<file path="src/lfu_replacement_cache_defines.svh">
// assertion macros used by the lfu replacement cache top level
`ifndef LFU_REPLACEMENT_CACHE_DEFINES_SVH
`define LFU_REPLACEMENT_CACHE_DEFINES_SVH

// consequent checked in the same cycle as the antecedent
`define LFU_ASSERT_NOW(label, clk, rstn, ante, cons, msg) \
    label: assert property (@(posedge clk) disable iff (!rstn) (ante) |-> (cons)) \
        else $error(msg);

// consequent checked in the cycle after the antecedent
`define LFU_ASSERT_NEXT(label, clk, rstn, ante, cons, msg) \
    label: assert property (@(posedge clk) disable iff (!rstn) (ante) |=> (cons)) \
        else $error(msg);

`endif

</file>
<file path="src/lfu_pkg.sv">
// shared types and constants of the lfu replacement cache
package lfu_pkg;

    // configuration register
    localparam int unsigned CFG_W = 5;
    localparam logic [CFG_W-1:0] CAP_RESET = 5'd16;

    // beat layout
    localparam int unsigned ADDR_W     = 32;
    localparam int unsigned SLOT_W     = 4;
    localparam int unsigned S_TDATA_W  = 32;
    localparam int unsigned S_TUSER_W  = 1;
    localparam int unsigned M_FIELDS_W = 1 + SLOT_W + 1 + ADDR_W;
    localparam int unsigned M_TDATA_W  = 40;

    // request opcodes
    localparam logic OP_ACCESS = 1'b0;
    localparam logic OP_TOUCH  = 1'b1;

    // controller to datapath
    typedef struct packed {
        logic req_load;   // capture the input beat
        logic lookup;     // tag compare cycle, leaves loaded into the min tree
        logic tree_step;  // one reduction level of the min tree
        logic commit;     // table update and result register load
    } lfu_cmd_t;

    // datapath to controller
    typedef struct packed {
        logic hit;
        logic need_evict;
    } lfu_status_t;

endpackage

</file>
<file path="src/lfu_ctrl.sv">
// request sequencer of the lfu replacement cache
module lfu_ctrl #(
    parameter int unsigned LEVELS = 4
) (
    input  logic                 aclk,
    input  logic                 aresetn,
    input  logic                 s_tvalid,
    output logic                 s_tready,
    output logic                 m_tvalid,
    input  logic                 m_tready,
    input  lfu_pkg::lfu_status_t status,
    output lfu_pkg::lfu_cmd_t    cmd
);
    import lfu_pkg::*;

    localparam int unsigned LVL_W = (LEVELS > 1) ? $clog2(LEVELS) : 1;
    localparam logic [LVL_W-1:0] LVL_LAST = LVL_W'(LEVELS - 1);

    localparam logic [1:0] ST_IDLE   = 2'd0;
    localparam logic [1:0] ST_LOOKUP = 2'd1;
    localparam logic [1:0] ST_SEARCH = 2'd2;
    localparam logic [1:0] ST_COMMIT = 2'd3;

    logic [1:0]       state_reg, state_next;
    logic [LVL_W-1:0] lvl_reg, lvl_next;
    logic             m_tvalid_reg, m_tvalid_next;
    logic             out_free;

    assign out_free = !m_tvalid_reg || m_tready;
    assign s_tready = (state_reg == ST_IDLE);
    assign m_tvalid = m_tvalid_reg;

    // next state and commands
    always_comb begin
        state_next = state_reg;
        lvl_next   = lvl_reg;
        cmd        = '0;
        case (state_reg)
            ST_IDLE: begin
                if (s_tvalid) begin
                    cmd.req_load = 1'b1;
                    state_next   = ST_LOOKUP;
                end
            end
            ST_LOOKUP: begin
                cmd.lookup = 1'b1;
                lvl_next   = '0;
                state_next = status.need_evict ? ST_SEARCH : ST_COMMIT;
            end
            ST_SEARCH: begin
                cmd.tree_step = 1'b1;
                if (lvl_reg == LVL_LAST) begin
                    state_next = ST_COMMIT;
                end else begin
                    lvl_next = lvl_reg + 1'b1;
                end
            end
            ST_COMMIT: begin
                if (out_free) begin
                    cmd.commit = 1'b1;
                    state_next = ST_IDLE;
                end
            end
            default: begin
                state_next = ST_IDLE;
            end
        endcase
    end

    // result beat valid
    always_comb begin
        if (cmd.commit) begin
            m_tvalid_next = 1'b1;
        end else if (m_tready) begin
            m_tvalid_next = 1'b0;
        end else begin
            m_tvalid_next = m_tvalid_reg;
        end
    end

    always_ff @(posedge aclk) begin
        if (!aresetn) begin
            state_reg    <= ST_IDLE;
            lvl_reg      <= '0;
            m_tvalid_reg <= 1'b0;
        end else begin
            state_reg    <= state_next;
            lvl_reg      <= lvl_next;
            m_tvalid_reg <= m_tvalid_next;
        end
    end

endmodule

</file>
<file path="src/lfu_datapath.sv">
// tag table, use counts, recency ranks and victim search of the lfu cache
module lfu_datapath #(
    parameter int unsigned CAPACITY     = 16,
    parameter int unsigned ADDRESS_BITS = 32,
    parameter int unsigned COUNT_BITS   = 16
) (
    input  logic                            aclk,
    input  logic                            aresetn,
    input  logic                            cfg_wr_en,
    input  logic [lfu_pkg::CFG_W-1:0]       cfg_wr_data,
    input  logic [lfu_pkg::S_TDATA_W-1:0]   s_tdata,
    input  logic [lfu_pkg::S_TUSER_W-1:0]   s_tuser,
    output logic [lfu_pkg::M_TDATA_W-1:0]   m_tdata,
    input  lfu_pkg::lfu_cmd_t               cmd,
    output lfu_pkg::lfu_status_t            status
);
    import lfu_pkg::*;

    localparam int unsigned IDX_W  = $clog2(CAPACITY);
    localparam int unsigned HELD_W = $clog2(CAPACITY + 1);
    localparam int unsigned CMP_W  = (HELD_W > CFG_W) ? HELD_W : CFG_W;
    localparam int unsigned LEVELS = $clog2(CAPACITY);
    localparam int unsigned NODES  = 1 << LEVELS;
    localparam int unsigned HALF   = NODES / 2;
    localparam int unsigned KEY_W  = COUNT_BITS + IDX_W;
    localparam int unsigned PAD_W  = M_TDATA_W - M_FIELDS_W;
    localparam logic [COUNT_BITS-1:0] COUNT_MAX = {COUNT_BITS{1'b1}};
    localparam logic [CMP_W-1:0] CAP_MAX = CMP_W'(CAPACITY);

    // configuration and occupancy
    logic [CFG_W-1:0]        cap_reg;
    logic [HELD_W-1:0]       held_reg;
    logic [CMP_W-1:0]        cap_ext, cap_eff;
    logic                    full;

    // captured request
    logic                    req_op_reg;
    logic [ADDRESS_BITS-1:0] req_tag_reg;

    // table
    logic [ADDRESS_BITS-1:0] tag_reg   [CAPACITY];
    logic [COUNT_BITS-1:0]   count_reg [CAPACITY];
    logic [IDX_W-1:0]        rank_reg  [CAPACITY];
    logic [CAPACITY-1:0]     held_mask;

    // lookup
    logic                    hit_any;
    logic [IDX_W-1:0]        hit_idx;
    logic                    hit_reg, evict_reg;
    logic [IDX_W-1:0]        hit_idx_reg;

    // min tree
    logic                    leaf_valid [NODES];
    logic [KEY_W-1:0]        leaf_key   [NODES];
    logic [IDX_W-1:0]        leaf_idx   [NODES];
    logic                    node_valid_reg [NODES];
    logic [KEY_W-1:0]        node_key_reg   [NODES];
    logic [IDX_W-1:0]        node_idx_reg   [NODES];
    logic                    step_valid [HALF];
    logic [KEY_W-1:0]        step_key   [HALF];
    logic [IDX_W-1:0]        step_idx   [HALF];

    // update
    logic                    write_new, age_all;
    logic [IDX_W-1:0]        victim, slot;
    logic [IDX_W-1:0]        old_rank;
    logic [COUNT_BITS-1:0]   hit_count;
    logic [SLOT_W-1:0]       out_slot;
    logic [ADDR_W-1:0]       out_ev_addr;
    logic [M_TDATA_W-1:0]    m_tdata_reg;

    // effective capacity, zero taken as one and clamped to the table size
    assign cap_ext = CMP_W'(cap_reg);
    always_comb begin
        if (cap_ext == '0) begin
            cap_eff = CMP_W'(1);
        end else if (cap_ext > CAP_MAX) begin
            cap_eff = CAP_MAX;
        end else begin
            cap_eff = cap_ext;
        end
    end
    assign full = (CMP_W'(held_reg) >= cap_eff);

    // entries below the fill level are live, tree leaves padded to a power of two
    for (genvar g = 0; g < NODES; g++) begin : g_leaf
        if (g < CAPACITY) begin : g_real
            assign held_mask[g]  = (HELD_W'(g) < held_reg);
            assign leaf_valid[g] = held_mask[g];
            assign leaf_key[g]   = {count_reg[g], ~rank_reg[g]};
        end else begin : g_pad
            assign leaf_valid[g] = 1'b0;
            assign leaf_key[g]   = '1;
        end
        assign leaf_idx[g] = IDX_W'(g);
    end

    // parallel tag compare, held tags are distinct
    always_comb begin
        hit_any = 1'b0;
        hit_idx = '0;
        for (int i = 0; i < CAPACITY; i++) begin
            if (held_mask[i] && (tag_reg[i] == req_tag_reg)) begin
                hit_any = 1'b1;
                hit_idx = IDX_W'(i);
            end
        end
    end

    assign status.hit        = hit_any;
    assign status.need_evict = !hit_any && (req_op_reg == OP_ACCESS) && full;

    // one level of pairwise minimum: lowest count, then oldest rank
    always_comb begin
        for (int i = 0; i < HALF; i++) begin
            if (!node_valid_reg[2*i] ||
                (node_valid_reg[2*i+1] && (node_key_reg[2*i+1] < node_key_reg[2*i]))) begin
                step_key[i] = node_key_reg[2*i+1];
                step_idx[i] = node_idx_reg[2*i+1];
            end else begin
                step_key[i] = node_key_reg[2*i];
                step_idx[i] = node_idx_reg[2*i];
            end
            step_valid[i] = node_valid_reg[2*i] || node_valid_reg[2*i+1];
        end
    end

    always_ff @(posedge aclk) begin
        if (cmd.lookup) begin
            for (int i = 0; i < NODES; i++) begin
                node_valid_reg[i] <= leaf_valid[i];
                node_key_reg[i]   <= leaf_key[i];
                node_idx_reg[i]   <= leaf_idx[i];
            end
        end else if (cmd.tree_step) begin
            for (int i = 0; i < HALF; i++) begin
                node_valid_reg[i] <= step_valid[i];
                node_key_reg[i]   <= step_key[i];
                node_idx_reg[i]   <= step_idx[i];
            end
        end
    end

    // request capture and lookup outcome
    always_ff @(posedge aclk) begin
        if (cmd.req_load) begin
            req_op_reg  <= s_tuser[0];
            req_tag_reg <= ADDRESS_BITS'(s_tdata[ADDR_W-1:0]);
        end
        if (cmd.lookup) begin
            hit_reg     <= hit_any;
            hit_idx_reg <= hit_idx;
            evict_reg   <= status.need_evict;
        end
    end

    // slot selection for the commit
    assign victim    = node_idx_reg[0];
    assign write_new = !hit_reg && (req_op_reg == OP_ACCESS);
    assign age_all   = write_new && !evict_reg;
    always_comb begin
        if (hit_reg) begin
            slot = hit_idx_reg;
        end else if (evict_reg) begin
            slot = victim;
        end else begin
            slot = IDX_W'(held_reg);
        end
    end
    assign old_rank  = rank_reg[slot];
    assign hit_count = count_reg[hit_idx_reg];

    // table update
    always_ff @(posedge aclk) begin
        if (cmd.commit && (hit_reg || write_new)) begin
            for (int i = 0; i < CAPACITY; i++) begin
                if (held_mask[i] && (age_all || (rank_reg[i] < old_rank))) begin
                    rank_reg[i] <= rank_reg[i] + 1'b1;
                end
            end
            rank_reg[slot] <= '0;
            if (hit_reg) begin
                if (hit_count != COUNT_MAX) begin
                    count_reg[slot] <= hit_count + 1'b1;
                end
            end else begin
                count_reg[slot] <= COUNT_BITS'(1);
                tag_reg[slot]   <= req_tag_reg;
            end
        end
    end

    // configuration register and fill level
    always_ff @(posedge aclk) begin
        if (!aresetn) begin
            cap_reg  <= CAP_RESET;
            held_reg <= '0;
        end else begin
            if (cfg_wr_en) begin
                cap_reg <= cfg_wr_data;
            end
            if (cmd.commit && age_all) begin
                held_reg <= held_reg + 1'b1;
            end
        end
    end

    // result beat
    assign out_slot    = (hit_reg || write_new) ? SLOT_W'(slot) : '0;
    assign out_ev_addr = evict_reg ? ADDR_W'(tag_reg[victim]) : '0;
    always_ff @(posedge aclk) begin
        if (cmd.commit) begin
            m_tdata_reg <= {{PAD_W{1'b0}}, out_ev_addr, evict_reg, out_slot, hit_reg};
        end
    end
    assign m_tdata = m_tdata_reg;

endmodule

</file>
<file path="src/lfu_replacement_cache.sv">
// Top level of the lfu replacement cache. A fully associative table of
// CAPACITY address tags, each with a saturating use count. An access beat
// (tuser 0) looks up its address: a hit bumps the count, a miss fills a
// free entry while fewer than capacity_in_use are held and otherwise
// replaces the entry with the lowest count, the least recently filled or
// bumped one among equal counts. A touch beat (tuser 1) bumps on a hit
// only. Every request beat gives one result beat. One request is in work
// at a time: it passes the states idle, lookup and commit, and an access
// that evicts also passes a search step for each level of the pairwise
// minimum tree, which reduces one level per cycle. Commit waits for a free
// output register. The result sits in that register, so the next request
// is accepted while the last result waits. Write cfg_wr_en / cfg_wr_data
// only while the block is idle.
`include "lfu_replacement_cache_defines.svh"

module lfu_replacement_cache #(
    parameter int unsigned CAPACITY     = 16,
    parameter int unsigned ADDRESS_BITS = 32,
    parameter int unsigned COUNT_BITS   = 16
) (
    input  logic                          aclk,
    input  logic                          aresetn,
    // capacity_in_use register
    input  logic                          cfg_wr_en,
    input  logic [lfu_pkg::CFG_W-1:0]     cfg_wr_data,
    // request beats
    input  logic                          s_tvalid,
    output logic                          s_tready,
    input  logic [lfu_pkg::S_TDATA_W-1:0] s_tdata,   // [31:0] address
    input  logic [lfu_pkg::S_TUSER_W-1:0] s_tuser,   // [0] opcode
    // result beats
    output logic                          m_tvalid,
    input  logic                          m_tready,
    // [0] hit, [4:1] slot, [5] evicted, [37:6] evicted_address, [39:38] zero
    output logic [lfu_pkg::M_TDATA_W-1:0] m_tdata
);
    import lfu_pkg::*;

    localparam int unsigned LEVELS = $clog2(CAPACITY);

    lfu_cmd_t    cmd;
    lfu_status_t status;

    // sequencer
    lfu_ctrl #(
        .LEVELS (LEVELS)
    ) u_ctrl (
        .aclk     (aclk),
        .aresetn  (aresetn),
        .s_tvalid (s_tvalid),
        .s_tready (s_tready),
        .m_tvalid (m_tvalid),
        .m_tready (m_tready),
        .status   (status),
        .cmd      (cmd)
    );

    // table and victim search
    lfu_datapath #(
        .CAPACITY     (CAPACITY),
        .ADDRESS_BITS (ADDRESS_BITS),
        .COUNT_BITS   (COUNT_BITS)
    ) u_datapath (
        .aclk        (aclk),
        .aresetn     (aresetn),
        .cfg_wr_en   (cfg_wr_en),
        .cfg_wr_data (cfg_wr_data),
        .s_tdata     (s_tdata),
        .s_tuser     (s_tuser),
        .m_tdata     (m_tdata),
        .cmd         (cmd),
        .status      (status)
    );

    // one request in work at a time
    `LFU_ASSERT_NEXT(a_busy_after_accept, aclk, aresetn, s_tvalid && s_tready, !s_tready, "request accepted while busy")
    // a result is only loaded into a free output register
    `LFU_ASSERT_NOW(a_commit_free, aclk, aresetn, cmd.commit, !m_tvalid || m_tready, "result register overwritten")
    // after a commit the result is shown and the input side is open again
    `LFU_ASSERT_NEXT(a_commit_done, aclk, aresetn, cmd.commit, m_tvalid && s_tready, "commit did not complete")

endmodule

</file>
<file path="config.mk">
export PLATFORM = sky130hd
export DESIGN_NAME = lfu_replacement_cache
export DESIGN_NICKNAME = d
export VERILOG_FILES = /design/src/lfu_pkg.sv /design/src/lfu_ctrl.sv /design/src/lfu_datapath.sv /design/src/lfu_replacement_cache.sv
export VERILOG_INCLUDE_DIRS = /design/src /design/src/src
export SDC_FILE = /design/constraint.sdc
export NUM_CORES = 2
export LEC_CHECK = 0
export BUFFER_PORTS_ARGS = -buffer_cell sky130_fd_sc_hd__clkbuf_2
export CELL_PAD_IN_SITES_DETAIL_PLACEMENT = 1
export CELL_PAD_IN_SITES_GLOBAL_PLACEMENT = 1
export CORE_MARGIN = 1
export CORE_UTILIZATION = 30
export CTS_BUF_LIST = sky130_fd_sc_hd__clkbuf_8
export CTS_CLUSTER_DIAMETER = 80
export CTS_CLUSTER_SIZE = 24
export DETAILED_ROUTE_END_ITERATION = 16
export PLACE_DENSITY_LB_ADDON = 0.08
export SYNTH_ARGS = -nofsm -noshare
export SYNTH_HDL_FRONTEND = slang
export SYNTH_SLANG_ARGS = --single-unit
</file>
<file path="constraint.sdc">
create_clock -name aclk -period 17.76 [get_ports aclk]
set_clock_uncertainty 0.15 [all_clocks]
set_input_delay 0 -clock aclk [delete_from_list [all_inputs] [get_ports aclk]]
set_output_delay 0 -clock aclk [all_outputs]
set_load 0.03 [all_outputs]
</file>
==> results_dict.tcl <==
set metrics [dict create \
    die_h_um 456 \
    coreArea_um2 205000 \
    status "finished, final reports clean" \
    die_x_um 456 \
    cts_buffer_depth 3 \
    synth_area_um2 62000 \
    dp.cells 6928 \
    synth_edf_count 1203 \
    drv_slew 0 \
    drc 0 \
    io_pins 85 \
    synth_top_family_by_area "multiplexers" \
    cp_slowest_cell "nor2_2" \
    crit_path_max_fanout 35 \
    crit_top_cell "buf_4" \
    synthArstFlopShare 0 \
    fillCellCount 21200 \
    muxShareOfSynthArea 0.124 \
    stdcell_count 7235 \
    cts.clk_slew.worst_paths_ns 0.12 \
    ys_seq_elements 1282 \
    regArea_um2 37700 \
    cp_slowest_stage_delay_ns 0.87 \
    cts_tree "yes" \
    critical_path.top_delay_family "simple AND/OR/NAND/NOR gates" \
    final_cell_mix "edfxtp_1, xnor2_1, mux4_2" \
    synth_xor_area_frac 0.0742 \
    synth_compound_area_frac 0.0439 \
    start_util 0.302 \
    dr_total_vias 37200 \
    cts_resized 0 \
    grt_pass1_vias 39200 \
    clk_latency_ns 0.95 \
    wl_per_cell_um 31.7 \
    grt_max_degree 162 \
    grt_use_met3 0.0235 \
    numCtsBuffers 112 \
    synthSimpleGateAreaFrac 0.0758 \
    crit_chain "buf_4 > buf_4 > mux4_2 > mux4_2 > and3_1 > and3_1 > nand4_1 > nor3_2 > buf_4 > nor2_2" \
    syn_inst 4250 \
    cap_viol_max_count 0 \
    post_dp_cell_area_um2 66100 \
    critPathLaunchType "register" \
    cts.root.buffer_cell "clkbuf_8" \
    met2_usage 0.385 \
    ys.flop_type "edfxtp_1" \
    overflow 0 \
    drive_gt1_frac 0.161 \
    final_common_cell "edfxtp_1" \
    yosys.area_share.adder 0.0460 \
    cp.required_ns 18.16 \
    top_usage_layer "met2" \
    ant_nets 0 \
    leakagePower_nw 23.8 \
    die-area_um2 208000 \
    synth_cell_types 69 \
    drtPass1Iterations 5 \
    finalHoldViolations 0 \
    syn_area_per_cell_um2 14.6 \
    hold_path.class "primary input to register" \
    cp.buffers_inverters 3 \
    gp_congestion 0.834 \
    viasPerCell 5.15 \
    cts_setup_buffers 0 \
    max_freq_ghz 0.187 \
    grt_pass1_wl_um 318000 \
    worst_ep_arrival_time_ns 5.74 \
    seq_area_frac_synth 0.609 \
    largest_register_ffs 512 \
    finalSetupTns_ns 0 \
    grt_use_total 0.218 \
    power_density_nw_per_um2 150 \
    io_buffers 82 \
    antenna_found_initial 17 \
    ctsHoldBuffers 95 \
    min_period_ns 5.34 \
    drt_iter0_drc 2684 \
    rows 166 \
    h-tree-depth 3 \
    criticalPathCategory "register to register" \
    fin_nets 4720 \
    vdd_drop_max_uv 120 \
    routed_wl_um 229000 \
    fin_area_um2 69700 \
    ys_warn_count 0 \
    use_met1 0.280 \
    worstMarginPinSlew_ns 1.23 \
    area_growth_syn_to_layout_pct 12.5 \
    hpwl_um 166000 \
    relSlewSlack 0.178 \
    rsz0062_at_grt "no" \
    finalSetupViolations 0 \
    cts.sinks 1282 \
    multi_input_area_um2 22900 \
    fin_crit_sh 0.301 \
    end_kind "register" \
]
## cells in the mapped netlist (40+ instances only)
master	instances	area, um2
edfxtp_1	1203	36100
xnor2_1	281	2460
mux4_2	252	5680
nand2_1	246	923
xor2_1	244	2140
ha_1	228	2850
inv_1	213	800
o21ai_0	201	1010
mux2i_1	194	1940
clkbuf_1	130	488
nor2_1	120	450
nand4_1	100	626
dfxtp_1	79	1580
nor4_1	76	475
a21oi_1	65	325
or3_1	62	388
nor3_1	56	280
nand3_1	55	275
and2_1	52	325
a21o_1	48	360
buf_2	40	200
## logic make-up after synthesis
kind of cell,count (synthesis)
xor gates and xnor gates,525
DFF,1282
and+or+nand+nor,896
buffers and inverters,422
muxes,451
other,1
AOI/OAI and AO/OA,445
adders and majority gates,228
## through the flow
step                      power [mW]  hold slack [ns]   util  worst slack [ns]
after detailed placement        8.55           0.0291  0.322             12.28
after global routing            11.0            0.107  0.340             12.10
final                           10.4            0.159  0.340             12.42
after floorplan                 6.79          -0.0511      -             10.61
after global placement          8.52           0.0274  0.322             12.41
after CTS                       10.6           0.0446  0.340             12.27
## cell type report
type	instances	area share
tap	2688	0.0483
sequential	1282	0.541
antenna	5	0.000180
clock buffer	113	0.0223
multi-input combinational	2547	0.329
inverter	214	0.0116
clock inverter	94	0.0154
timing repair buffer	292	0.0325
## power breakdown
group | internal [mW] | total [mW] | switching [mW]
Combinational | 1.36 | 4.04 | 2.69
Clock | 0.787 | 2.05 | 1.27
Sequential | 4.10 | 4.33 | 0.222
Total | 6.25 | 10.4 | 4.18
## tightest hold or removal path: stages
cell	delay (ns)
dlygate4sd3_1	0.52
clkbuf_2	0.09
dlygate4sd3_1	0.53
## per-layer routing
metal | up-vias | wire (um)
met2 | 624 | 117000
met1 | 19900 | 99300
met5 | - | 27
li1 | 16500 | -
met4 | 4 | 6780
met3 | 220 | 6790
## path summary, 6_finish.rpt
check,from,end,slack [ns],cells after the start
max,u_datapath.hit_idx_reg[0],u_datapath.count_reg[11][14],12.42,10
min,s_tdata[18],u_datapath.req_tag_reg[18],0.16,3
max reg2reg,u_datapath.hit_idx_reg[0],u_datapath.count_reg[11][14],12.42,10
min reg2reg,u_datapath.count_reg[13][11],u_datapath.node_key_reg[0][275],0.31,0
Note: power is estimated with default switching activity, not from simulation.
